File: src/rggrh_pkg.sv
// Shared types and constants for the radar gate ground range and height block
`default_nettype none
package rggrh_pkg;

   localparam int unsigned STEP_W = 5;

   // CORDIC arctangent table, binary angle with 2^32 per full turn
   localparam logic [31:0] ATAN_TAB [32] = '{
      32'h20000000, 32'h12E4051E, 32'h09FB385B, 32'h051111D4, 32'h028B0D43, 32'h0145D7E1,
      32'h00A2F61E, 32'h00517C55, 32'h0028BE53, 32'h00145F2F, 32'h000A2F98, 32'h000517CC,
      32'h00028BE6, 32'h000145F3, 32'h0000A2FA, 32'h0000517D, 32'h000028BE, 32'h0000145F,
      32'h00000A30, 32'h00000518, 32'h0000028C, 32'h00000146, 32'h000000A3, 32'h00000051,
      32'h00000029, 32'h00000014, 32'h0000000A, 32'h00000005, 32'h00000003, 32'h00000001,
      32'h00000001, 32'h00000000
   };

   localparam logic signed [32:0] INV_GAIN_Q30 = 33'sd652032874;
   localparam logic signed [32:0] TWO_PI_Q28   = 33'sd1686629713;
   localparam logic signed [33:0] QUARTER_TURN = 34'sd1073741824;
   // angle scaling: 2^27 = DIV_HI*1125 + DIV_LO, half of 36000/32 rounded down is DIV_BIAS,
   // and DIV_RCP/2^32 stands for 1/1125
   localparam logic [16:0]        DIV_HI       = 17'd119304;
   localparam logic [9:0]         DIV_LO       = 10'd728;
   localparam logic [9:0]         DIV_BIAS     = 10'd562;
   localparam logic [21:0]        DIV_RCP      = 22'd3817749;
   localparam logic signed [14:0] ELEV_MAX     = 15'sd9000;
   localparam logic signed [14:0] ELEV_MIN     = -15'sd9000;
   localparam logic [23:0]        MAX_U24      = 24'hFFFFFF;

   localparam logic [1:0] CSR_EARTH_RADIUS = 2'd0;
   localparam logic [1:0] CSR_GATE_SPACING = 2'd1;
   localparam logic [1:0] CSR_FIRST_GATE   = 2'd2;

   typedef enum logic [4:0] {
      OP_NONE,
      OP_LOAD,
      OP_VERT,
      OP_DIV_MUL,
      OP_DIV_RCP,
      OP_SC_INIT,
      OP_SC_STEP,
      OP_MULX,
      OP_MULY,
      OP_ROUNDY,
      OP_VEC_INIT,
      OP_VEC_STEP,
      OP_MAG,
      OP_ANG,
      OP_TRND,
      OP_GR,
      OP_FIN
   } op_type;

   typedef struct packed {
      op_type              op;
      logic [STEP_W-1:0]   step;
   } cmd_type;

   typedef struct packed {
      logic zero_slant;
      logic vertical;
      logic origin;
   } status_type;

endpackage
`default_nettype wire

File: src/rggrh_ctrl.sv
// Sequencer for the gate geometry datapath
`default_nettype none
module rggrh_ctrl import rggrh_pkg::*; #(
   parameter int unsigned CORDIC_STEPS = 24
) (
   input  wire logic       clock,
   input  wire logic       reset,
   input  wire logic       req_valid,
   output logic            req_ready,
   output logic            rsp_valid,
   input  wire logic       rsp_ready,
   input  wire status_type status,
   output cmd_type         cmd
);

   typedef enum logic [14:0] {
      S_IDLE   = 15'b000000000000001,
      S_CHECK  = 15'b000000000000010,
      S_DIV    = 15'b000000000000100,
      S_SCINIT = 15'b000000000001000,
      S_SC     = 15'b000000000010000,
      S_MULX   = 15'b000000000100000,
      S_MULY   = 15'b000000001000000,
      S_ROUNDY = 15'b000000010000000,
      S_CHKO   = 15'b000000100000000,
      S_VEC    = 15'b000001000000000,
      S_MAG    = 15'b000010000000000,
      S_ANG    = 15'b000100000000000,
      S_T      = 15'b001000000000000,
      S_GR     = 15'b010000000000000,
      S_FIN    = 15'b100000000000000
   } state_type;

   localparam logic [STEP_W-1:0] LAST_STEP = STEP_W'(CORDIC_STEPS - 1);

   state_type         state_ff, state_in;
   logic [STEP_W-1:0] cnt_ff, cnt_in;
   logic              rsp_valid_ff, rsp_valid_in;

   always_comb begin
      state_in     = state_ff;
      cnt_in       = cnt_ff;
      cmd.op       = OP_NONE;
      cmd.step     = cnt_ff;
      req_ready    = 1'b0;
      rsp_valid_in = rsp_valid_ff && !rsp_ready;
      unique case (state_ff)
         S_IDLE: begin
            req_ready = 1'b1;
            if (req_valid) begin
               cmd.op   = OP_LOAD;
               state_in = S_CHECK;
            end
         end
         S_CHECK: begin
            cnt_in = '0;
            if (status.zero_slant) begin
               state_in = S_FIN;
            end else if (status.vertical) begin
               cmd.op   = OP_VERT;
               state_in = S_MULX;
            end else begin
               cmd.op   = OP_DIV_MUL;
               state_in = S_DIV;
            end
         end
         S_DIV: begin
            cmd.op   = OP_DIV_RCP;
            state_in = S_SCINIT;
         end
         S_SCINIT: begin
            cmd.op   = OP_SC_INIT;
            cnt_in   = '0;
            state_in = S_SC;
         end
         S_SC: begin
            cmd.op = OP_SC_STEP;
            cnt_in = cnt_ff + 1'b1;
            if (cnt_ff == LAST_STEP) begin
               state_in = S_MULX;
            end
         end
         S_MULX: begin
            cmd.op   = OP_MULX;
            state_in = S_MULY;
         end
         S_MULY: begin
            cmd.op   = OP_MULY;
            state_in = S_ROUNDY;
         end
         S_ROUNDY: begin
            cmd.op   = OP_ROUNDY;
            state_in = S_CHKO;
         end
         S_CHKO: begin
            cnt_in = '0;
            if (status.origin) begin
               state_in = S_FIN;
            end else begin
               cmd.op   = OP_VEC_INIT;
               state_in = S_VEC;
            end
         end
         S_VEC: begin
            cmd.op = OP_VEC_STEP;
            cnt_in = cnt_ff + 1'b1;
            if (cnt_ff == LAST_STEP) begin
               state_in = S_MAG;
            end
         end
         S_MAG: begin
            cmd.op   = OP_MAG;
            state_in = S_ANG;
         end
         S_ANG: begin
            cmd.op   = OP_ANG;
            state_in = S_T;
         end
         S_T: begin
            cmd.op   = OP_TRND;
            state_in = S_GR;
         end
         S_GR: begin
            cmd.op   = OP_GR;
            state_in = S_FIN;
         end
         S_FIN: begin
            // hold until the output register is free
            if (!rsp_valid_ff || rsp_ready) begin
               cmd.op       = OP_FIN;
               rsp_valid_in = 1'b1;
               state_in     = S_IDLE;
            end
         end
         default: begin
            state_in = S_IDLE;
         end
      endcase
   end

   always_ff @(posedge clock) begin
      if (reset) begin
         state_ff     <= S_IDLE;
         cnt_ff       <= '0;
         rsp_valid_ff <= 1'b0;
      end else begin
         state_ff     <= state_in;
         cnt_ff       <= cnt_in;
         rsp_valid_ff <= rsp_valid_in;
      end
   end

   assign rsp_valid = rsp_valid_ff;

   a_accept_to_check: assert property (@(posedge clock) disable iff (reset)
      (req_valid && req_ready) |=> (state_ff == S_CHECK))
      else $error("accepted beat did not move to the check step");

   a_rsp_from_fin: assert property (@(posedge clock) disable iff (reset)
      $rose(rsp_valid_ff) |-> $past(state_ff == S_FIN))
      else $error("result raised outside the finish step");

   a_fin_holds: assert property (@(posedge clock) disable iff (reset)
      (state_ff == S_FIN && rsp_valid_ff && !rsp_ready) |=> (state_ff == S_FIN))
      else $error("finish step overwrote a pending result");

   a_vec_count: assert property (@(posedge clock) disable iff (reset)
      (state_ff == S_VEC || state_ff == S_SC) |-> (cnt_ff <= LAST_STEP))
      else $error("CORDIC step count ran past the last step");

endmodule
`default_nettype wire

File: config.mk
export PLATFORM = sky130hd
export DESIGN_NAME = rggrh_ctrl
export DESIGN_NICKNAME = d
export VERILOG_FILES = /design/src/rggrh_pkg.sv /design/src/rggrh_ctrl.sv
export SDC_FILE = /design/constraint.sdc
export NUM_CORES = 1
export LEC_CHECK = 0
export BUFFER_PORTS_ARGS = -buffer_cell sky130_fd_sc_hd__buf_4
export CORE_UTILIZATION = 56
export CTS_CLUSTER_DIAMETER = 100
export DETAILED_ROUTE_END_ITERATION = 8
export GPL_TIMING_DRIVEN = 0
export PLACE_DENSITY = 0.78
export SYNTH_ARGS = -nofsm -noshare
export SYNTH_HDL_FRONTEND = slang
export SYNTH_SLANG_ARGS = --single-unit
export TNS_END_PERCENT = 20
File: constraint.sdc
create_clock -name clock -period 2.7 [get_ports clock]
set_clock_uncertainty 0.05 [all_clocks]
set_input_delay 0.54 -clock clock [delete_from_list [all_inputs] [get_ports clock]]
set_output_delay 0.54 -clock clock [all_outputs]
set_load 0.02 [all_outputs]
Word-level counts from Yosys, hierarchy flattened
Cells that the tools add are included.
{"block": "totals", "register_bits": 21, "inputBits": 7, "out_inout_bits": 12}
{"block": "classes", "n_addsub": 1, "eq_ne": 20, "mux": 18, "reduce_logical": 8}
{"op": "$pmux 15 s15", "count": 1}
{"op": "$mux 15", "count": 6}
{"op": "$pmux 5 s15", "count": 1}
{"op": "$eq 15x1->1 const B", "count": 1}
{"op": "$eq 15x10->1 const B", "count": 1}
{"op": "$eq 15x11->1 const B", "count": 1}
{"op": "$eq 15x12->1 const B", "count": 1}
{"op": "$eq 15x13->1 const B", "count": 1}
{"op": "$eq 15x14->1 const B", "count": 1}
{"op": "$eq 15x15->1 const B", "count": 1}
{"op": "$eq 15x2->1 const B", "count": 1}
{"op": "$eq 15x3->1 const B", "count": 1}
{"op": "$eq 15x4->1 const B", "count": 1}
{"op": "$eq 15x5->1 const B", "count": 1}
{"op": "$eq 15x6->1 const B", "count": 1}
{"op": "$eq 15x7->1 const B", "count": 1}
{"op": "$eq 15x8->1 const B", "count": 1}
{"op": "$eq 15x9->1 const B", "count": 1}
{"op": "$pmux 5 s2", "count": 1}
{"op": "$ne 2x2->1 const B", "count": 4}
{"op": "$mux 6", "count": 1}
{"op": "$add 5x1->5 const B", "count": 1}
{"op": "$eq 5x5->1 const B", "count": 1}
{"op": "$mux 1", "count": 5}
{"op": "other kinds (10)", "count": 11}

Depth between registers and ports, before layout
Gate-level depths: netlist of run 1.
{"block": "logic_depth", "depth_word": 4, "depth_mapped": 7, "mapped_depth_nobuf": 6}

Least setup slack after synthesis of run 1
Ideal clock, no wire load.
{"block": "synth_path", "path_type": "reg-to-output", "startpoint": "register state_ff[4]", "endpoint": "output port cmd[6] in the netlist's numbering", "arrival_time_ns": 1.811, "setup_slack_ns": 0.299, "path_stages_with_launch": 7, "path_buffers": 1, "cell_sequence": "dfxtp_1 -> buf_6 -> or4_4 -> nor4_4 -> and3b_1 -> nor2_1 -> nand4_1"}
{"element": "start, declared", "line_no": "rggrh_ctrl.sv:36", "source": "state_type state_ff, state_in;"}
{"element": "start signal, assigned", "line_no": "rggrh_ctrl.sv:147", "source": "state_ff <= state_in;"}
{"element": "end, declared", "line_no": "rggrh_ctrl.sv:13", "source": "output cmd_type cmd"}

==> out/qor.tcl, run 1 <==
set qor(initial_utilization) 0.605
set qor(place.detailed.instances) 211
set qor(drv_cap) 0
set qor(timing.critical_path.from) {state_ff[8]}
set qor(outcome) {finished, violations left}
set qor(hold_path_class) {input pin to flip-flop}
set qor(final_worst_path_period_share) 1.02
set qor(detail-route-antenna-nets) 0
set qor(first_global_vias) 1237
set qor(total_i_o_pin_count) 19
set qor(yosysWarningCount) 0
set qor(grt_first_pass_wirelength_mm) 5.62
set qor(clock_tree.htree_level_count) 1
set qor(synth_nets) 173
set qor(rsz0062_at_grt) {yes}
set qor(number_of_drc_violations_after_detailed_routing) 0
set qor(hold_slack_ns) 0.434
set qor(die_width_um) 51.4
set qor(dpl.hpwl_mm) 2.51
set qor(grt_start_max_net_pins) 12
set qor(worst_slew_pin_slew_ns) 0.465
set qor(clk_path_buf_depth) 2
set qor(number_of_buffers_inserted_during_clock_tree_synthesis) 3
set qor(max_slew_margin) 0.688
set qor(clkSinkCount) 21
set qor(endpoint) {cmd[6]}
set qor(clk_root_buffer_cell) {clkbuf_4}
set qor(worst-r2r-cell-count) 8
set qor(worst_path_dominant_cell_family) {simple AND/OR/NAND/NOR gates}
set qor(route.detailed.vias_per_inst) 6.38
set qor(reg2reg_from) {state_ff[5]}
set qor(clock_latency_ns) 0.32
set qor(synth.yosys.seq_area_share) 0.308
set qor(failed_checks) {negative setup slack}
set qor(tritoncts) {built}
set qor(floorplan.die.height_um) 51.4
set qor(vias) 1404
set qor(ys_seq_elements) 21
set qor(core.rowCount) 17
set qor(fmax_mhz) 362
set qor(synthesis.instances) 165
set qor(layout_cells_sized_above_1) 0.349
set qor(drtIter0Drc) 34
set qor(yosysUniqueCellTypes) 46
set qor(crit_path_cell_trace) {or4_4 > nor2_4 > nor4b_4 > nand2_1 > nand4_1 > buf_4}
set qor(slew_violations) 0
set qor(worst_ep_required_time_ns) 2.11
set qor(timing.critical_path.slowest_cell_delay_ns) 0.62
set qor(nNetsFinal) 201
set qor(timing.setup.critical_path_class) {flip-flop to output pin}
set qor(mappedNetlistArea_um2) 1360
set qor(firstDrtPassIters) 4
set qor(postSynth.topFlopCell) {dfxtp_1}
set qor(path_max_fanout) 6
set qor(powerDensity_nw_per_um2) 405
set qor(cellLeakagePower_nw) 0.672
set qor(path_buf_inv) 1
set qor(setup.worst_path.end_class) {output pin}
set qor(setup.reg_to_reg.worst_slack_ns) 0.51
set qor(mean_cell_area_of_the_mapped_netlist_um2) 8.27
set qor(vdd_ir_drop_max_mv) 0.277
set qor(hold_viol) 0
set qor(wire_per_inst_um) 16.1
set qor(finalWorstSetupSlack_ns) -0.0605
set qor(std_cell_core_area_um2) 2250
set qor(initial_antenna_violation_count) 0
set qor(clock_pin_slew_worst_setup_and_hold_paths_ns) 0.12
set qor(design.die.area_um2) 2640
set qor(cp_data_arrival_time_ns) 2.17
set qor(layout.cells.most_common) {buf_4}
set qor(async_flop_share) 0
set qor(finalNonFillerCells) 220
set qor(flow.area_growth_from_synthesis_pct) 25.0
set qor(critical_path.slowest_cell) {or4_4}
set qor(finalSetupViolations) 3
set qor(wl_mm) 3.53
set qor(gp_routability_congestion) 0.878
set qor(final_cell_mix) {buf_4 (28), nor2_1 (18), dfxtp_1 (18)}
set qor(period_needed_ns) 2.76
set qor(globalRoute.totalOverflow) 0
set qor(path_depth) 6
set qor(worstReg2RegEnd) {state_ff[12]}
set qor(hold_path_depth) 3
set qor(critical_path.startpoint_type) {flip-flop}
set qor(overall_global_routing_resource_usage) 0.295
set qor(insertedDiodeCount) 0
set qor(post-place-ws_ns) 0.0414
set qor(number_of_synthesized_flops_with_an_enable_pin) 0
set qor(portBuffers) 18
==> per-stage QoR <==
step	power, mW	setup TNS [ns]	util	area [um^2]
after floorplan	0.452	0	-	1360
after global placement	0.497	0	0.680	1530
after detailed placement	0.500	0	0.680	1530
after CTS	0.669	-0.0409	0.730	1650
after global routing	0.722	-0.453	0.756	1700
final	0.691	-0.0766	0.756	1700
==> layer usage <==
layer / vias to the layer above / global-route usage / part of all wire
li1: 676 / - / -
met1: 659 / 0.367 / 0.45
met2: 57 / 0.493 / 0.48
met3: 12 / 0.0446 / 0.055
met4: 0 / 0.140 / 0.022
met5: - / 0 / 0
==> registers in the layout, summed over array words and instances, names as in the netlist <==
name and cells:
state_ff 15, cnt_ff 5, rsp_valid 1
==> synthesized netlist by cell type (3+ instances only) <==
master	count	area, um^2
a21oi_1	7	35.0
a311oi_1	3	26.3
buf_2	6	30.0
clkbuf_1	3	11.3
dfxtp_1	21	420
inv_1	5	18.8
nand2_1	11	41.3
nand2b_1	5	31.3
nand3_1	10	50.1
nand4_1	6	37.5
nor2_1	20	75.1
nor3_1	6	30.0
nor4b_1	5	43.8
o21ai_0	8	40.0
or4b_2	3	30.0
xor2_1	3	26.3
==> repair_timing <==
item	CTS	global route
gates resized for setup	15	6
endpoints found under the setup margin	4	5
pin swaps	7	5
hold buffers	0	0
buffers inserted	6	4
endpoints found under the hold margin	0	0
==> worst register-to-register path, stage by stage, from the launching register on <==
cell and delay (ns):
dfxtp_1 0.36, buf_2 0.25, nor4_4 0.08, buf_4 0.17, a22oi_2 0.30, o2bb2ai_2 0.14, or3_4 0.36, buf_6 0.15
nor4bb_1 0.26
==> cell type report <==
cell class,count,area (um^2)
multi-input cells,128,952
fillers,178,551
flip-flops and latches,21,427
repair buffers,28,210
plain buffers,6,35.0
well taps,28,35.0
clock buffers,4,26.3
inverters,5,18.8
==> worst min-delay path by stage <==
stage / start / endpoint / slack, ns
2_1_floorplan: state_ff[9] / state_ff[9] / 0.46
3_3_place_gp: cnt_ff[4] / cnt_ff[4] / 0.45
3_5_place_dp: cnt_ff[4] / cnt_ff[4] / 0.46
4_1_cts: status[1] / state_ff[5] / 0.41
5_1_grt: status[1] / state_ff[5] / 0.45
6_report: status[1] / state_ff[5] / 0.43
==> cells by family after synthesis <==
group	synth area share
compound gates	0.164
xor+xnor	0.0321
fa+ha+maj	0.00917
buf+inv	0.0606
flops	0.308
simple gates	0.426
==> where the power goes <==
part	internal [mW]	switching, mW	leakage [nW]	total (mW)
registers	0.316	0.0124	0.171	0.328
clock network	0.0578	0.102	0.0150	0.160
logic	0.0938	0.108	0.486	0.202
(Power assumes the default switching activity.)
==> run 2: changes to the inputs <==
CORE_UTILIZATION = 59   (was 56)
CTS_BUF_LIST = sky130_fd_sc_hd__clkbuf_4 sky130_fd_sc_hd__clkbuf_8   (was default)
PLACE_DENSITY = 0.82   (was 0.78)
==> out/qor.tcl, run 2 (synthesized netlist as in run 1, its figures left out) <==
set qor(met2_wirelength_mm) 1.84 ;# +9.2%
set qor(total_i_o_pin_count) 19 ;# unchanged
set qor(clkSinkCount) 21 ;# unchanged
set qor(critical_path.startpoint_type) {flip-flop}
set qor(reg2reg_from) {state_ff[9]}
set qor(path_max_fanout) 7 ;# +1
set qor(outcome) {finished, violations left}
set qor(route.detailed.vias_per_inst) 6.66 ;# +4.3%
set qor(worstReg2RegEnd) {cnt_ff[3]}
set qor(hold_path_class) {input pin to flip-flop}
set qor(initial_utilization) 0.623 ;# +0.0176
set qor(holdCritStartpoint) {reset}
set qor(powerDensity_nw_per_um2) 397 ;# -2.0%
set qor(power_switching_share) 0.324 ;# +0.00109
set qor(tritoncts) {built}
set qor(hold_end) {state_ff[11]}
set qor(final_cell_mix) {buf_4 (28), nor2_1 (18), dfxtp_1 (14)}
set qor(place.detailed.instances) 211 ;# unchanged
set qor(die_width_um) 50.1 ;# -2.5%
set qor(finalWorstSetupSlack_ns) -0.138 ;# -0.0779 ns
set qor(largest_reg_flops) 15 ;# unchanged
set qor(met1Wirelength_mm) 1.56 ;# -0.89%
set qor(highest-signal-layer) {met4}
set qor(detail-route-antenna-nets) 0 ;# unchanged
set qor(dpl.hpwl_mm) 2.54 ;# +1.1%
set qor(dpl_cell_area_um2) 1530 ;# unchanged
set qor(clkPwrFrac) 0.250 ;# +0.018
set qor(total_switching_power_mw) 0.224 ;# +0.59%
set qor(grt_start_max_net_pins) 12 ;# unchanged
set qor(wire_per_inst_um) 17.5 ;# +9.0%
set qor(layout.cells.most_common) {buf_4}
set qor(first_global_vias) 1353 ;# +9.4%
set qor(core.rowCount) 17 ;# unchanged
set qor(failed_checks) {negative setup slack}
set qor(hold_path_depth) 3 ;# unchanged
set qor(number_of_drc_violations_after_detailed_routing) 0 ;# unchanged
set qor(slew_violations) 0 ;# unchanged
set qor(vdd_ir_drop_max_mv) 0.285 ;# +3.0%
set qor(clk_path_buf_depth) 2 ;# unchanged
set qor(ctsHoldBuffers) 0 ;# unchanged
set qor(clk_root_buffer_cell) {clkbuf_4}
set qor(firstDrtPassIters) 5 ;# +1
set qor(setup.reg_to_reg.worst_slack_ns) 0.58 ;# +0.07 ns
set qor(power.share.sequential) 0.477 ;# +0.002
set qor(insertedDiodeCount) 0 ;# unchanged
set qor(std_cell_core_area_um2) 2190 ;# -2.8%
set qor(fmax_mhz) 352 ;# -2.7%
set qor(worst_slew_pin_slew_ns) 0.537 ;# +0.0712 ns
set qor(globalRoute.totalOverflow) 0 ;# unchanged
set qor(clock_tree.htree_level_count) 1 ;# unchanged
set qor(overall_global_routing_resource_usage) 0.317 ;# +0.0227
set qor(worst_ep_required_time_ns) 2.11 ;# about the same
set qor(finalNonFillerCells) 222 ;# +0.91%
set qor(final_util) 0.796 ;# +0.0403
set qor(rsz0062_at_grt) {yes}
set qor(comb_power_share) 0.273 ;# -0.020
set qor(clock_latency_ns) 0.32 ;# about the same
set qor(flow.area_growth_from_synthesis_pct) 27.9
set qor(gp_routability_congestion) 0.907 ;# +3.3%
set qor(finalSetupViolations) 4 ;# +1
set qor(hold_viol) 0 ;# unchanged
set qor(clock_pin_slew_worst_setup_and_hold_paths_ns) 0.14 ;# +0.02 ns
set qor(floorplan.die.height_um) 50.1 ;# -2.5%
set qor(post-route-cell-area_um2) 1740 ;# +2.3%
set qor(portBuffers) 18 ;# unchanged
set qor(setup.worst_path.end_class) {output pin}
set qor(power_report.internal_total_mw) 0.468 ;# about the same
set qor(wl_mm) 3.88 ;# +10%
set qor(design.die.area_um2) 2510 ;# -4.9%
set qor(number_of_buffers_inserted_during_clock_tree_synthesis) 3 ;# unchanged
set qor(worst-r2r-cell-count) 5 ;# -3
set qor(timing.setup.critical_path_class) {flip-flop to output pin}
set qor(final_worst_path_period_share) 1.05 ;# +0.0289
set qor(grt_first_pass_wirelength_mm) 6.11 ;# +8.7%
set qor(period_needed_ns) 2.84 ;# +0.0779 ns
set qor(initial_antenna_violation_count) 0 ;# unchanged
set qor(cellLeakagePower_nw) 0.690 ;# +2.7%
set qor(cp_data_arrival_time_ns) 2.25 ;# +0.08 ns
set qor(route.met3.wl_um) 302 ;# +56%
set qor(nNetsFinal) 203 ;# +1.0%
set qor(layout_cells_sized_above_1) 0.366 ;# +0.0170
set qor(max_slew_margin) 0.637 ;# -0.0508
set qor(drv_cap) 0 ;# unchanged
set qor(regMostFlops) {state_ff}
set qor(drtIter0Drc) 78 ;# +130%
set qor(vias) 1478 ;# +5.3%
run 2: cell count changes in the layout (fill, tap and decap cells not counted), sizes merged:
cell / delta
buf: +2
run 2: worst max-delay path by stage:
stage / startpoint / to / cells after the start
after global routing: state_ff[10] / cmd[6] / 6
after global placement: state_ff[2] / cmd[8] / 7
after detailed placement: state_ff[10] / cmd[6] / 7
final: state_ff[9] / cmd[6] / 5
after floorplan: state_ff[4] / cmd[6] / 6
after CTS: state_ff[4] / cmd[6] / 6
run 2: what timing repair did:
| action | CTS | global route |
|---|---|---|
| pin swaps | 7 | 6 |
| setup endpoints to repair | 5 | 5 |
| resized for setup | 20 | 6 |
| buffers inserted | 9 | 3 |
run 2: through the flow:
stage / worst slack [ns] / power, mW / setup TNS, ns / hold WS (ns)
5_1_grt: -0.285 / 0.716 / -0.672 / 0.446
4_1_cts: -0.0120 / 0.678 / -0.0185 / 0.428
6_report: -0.138 / 0.693 / -0.213 / 0.441
3_5_place_dp: -0.0116 / 0.499 / -0.0116 / 0.463
2_1_floorplan: 0.299 / 0.452 / 0 / 0.464
3_3_place_gp: 0.0267 / 0.496 / 0 / 0.458
run 2: critical path: stages, from the launching register on:
cell and delay, ns:
dfxtp_1 0.52, nor4b_1 0.50, a22oi_2 0.22, or3_1 0.41
nand4_1 0.13, buf_4 0.15
run 2: layer usage:
layer,vias to the layer above,global-route usage
met3,29,0.0432
met1,685,0.401
li1,681,-
met2,83,0.516
met4,0,0.167
met5,-,0
run 2: power groups by stage:
stage	clock (mW)	combinational (mW)	sequential, mW
3_5_place_dp	0	0.165	0.334
2_1_floorplan	0	0.120	0.332
4_1_cts	0.171	0.178	0.329
6_report	0.173	0.189	0.330
3_3_place_gp	0	0.164	0.333
5_1_grt	0.182	0.203	0.331
run 2: area by class of cell:
class                   instances  area, um^2
flip-flops and latches         21         434
plain buffers                   6        35.0
repair buffers                 30         241
well taps                      28        35.0
clock buffers                   4        30.0
inverters                       5        18.8
fillers                       139         447
multi-input cells             128         950
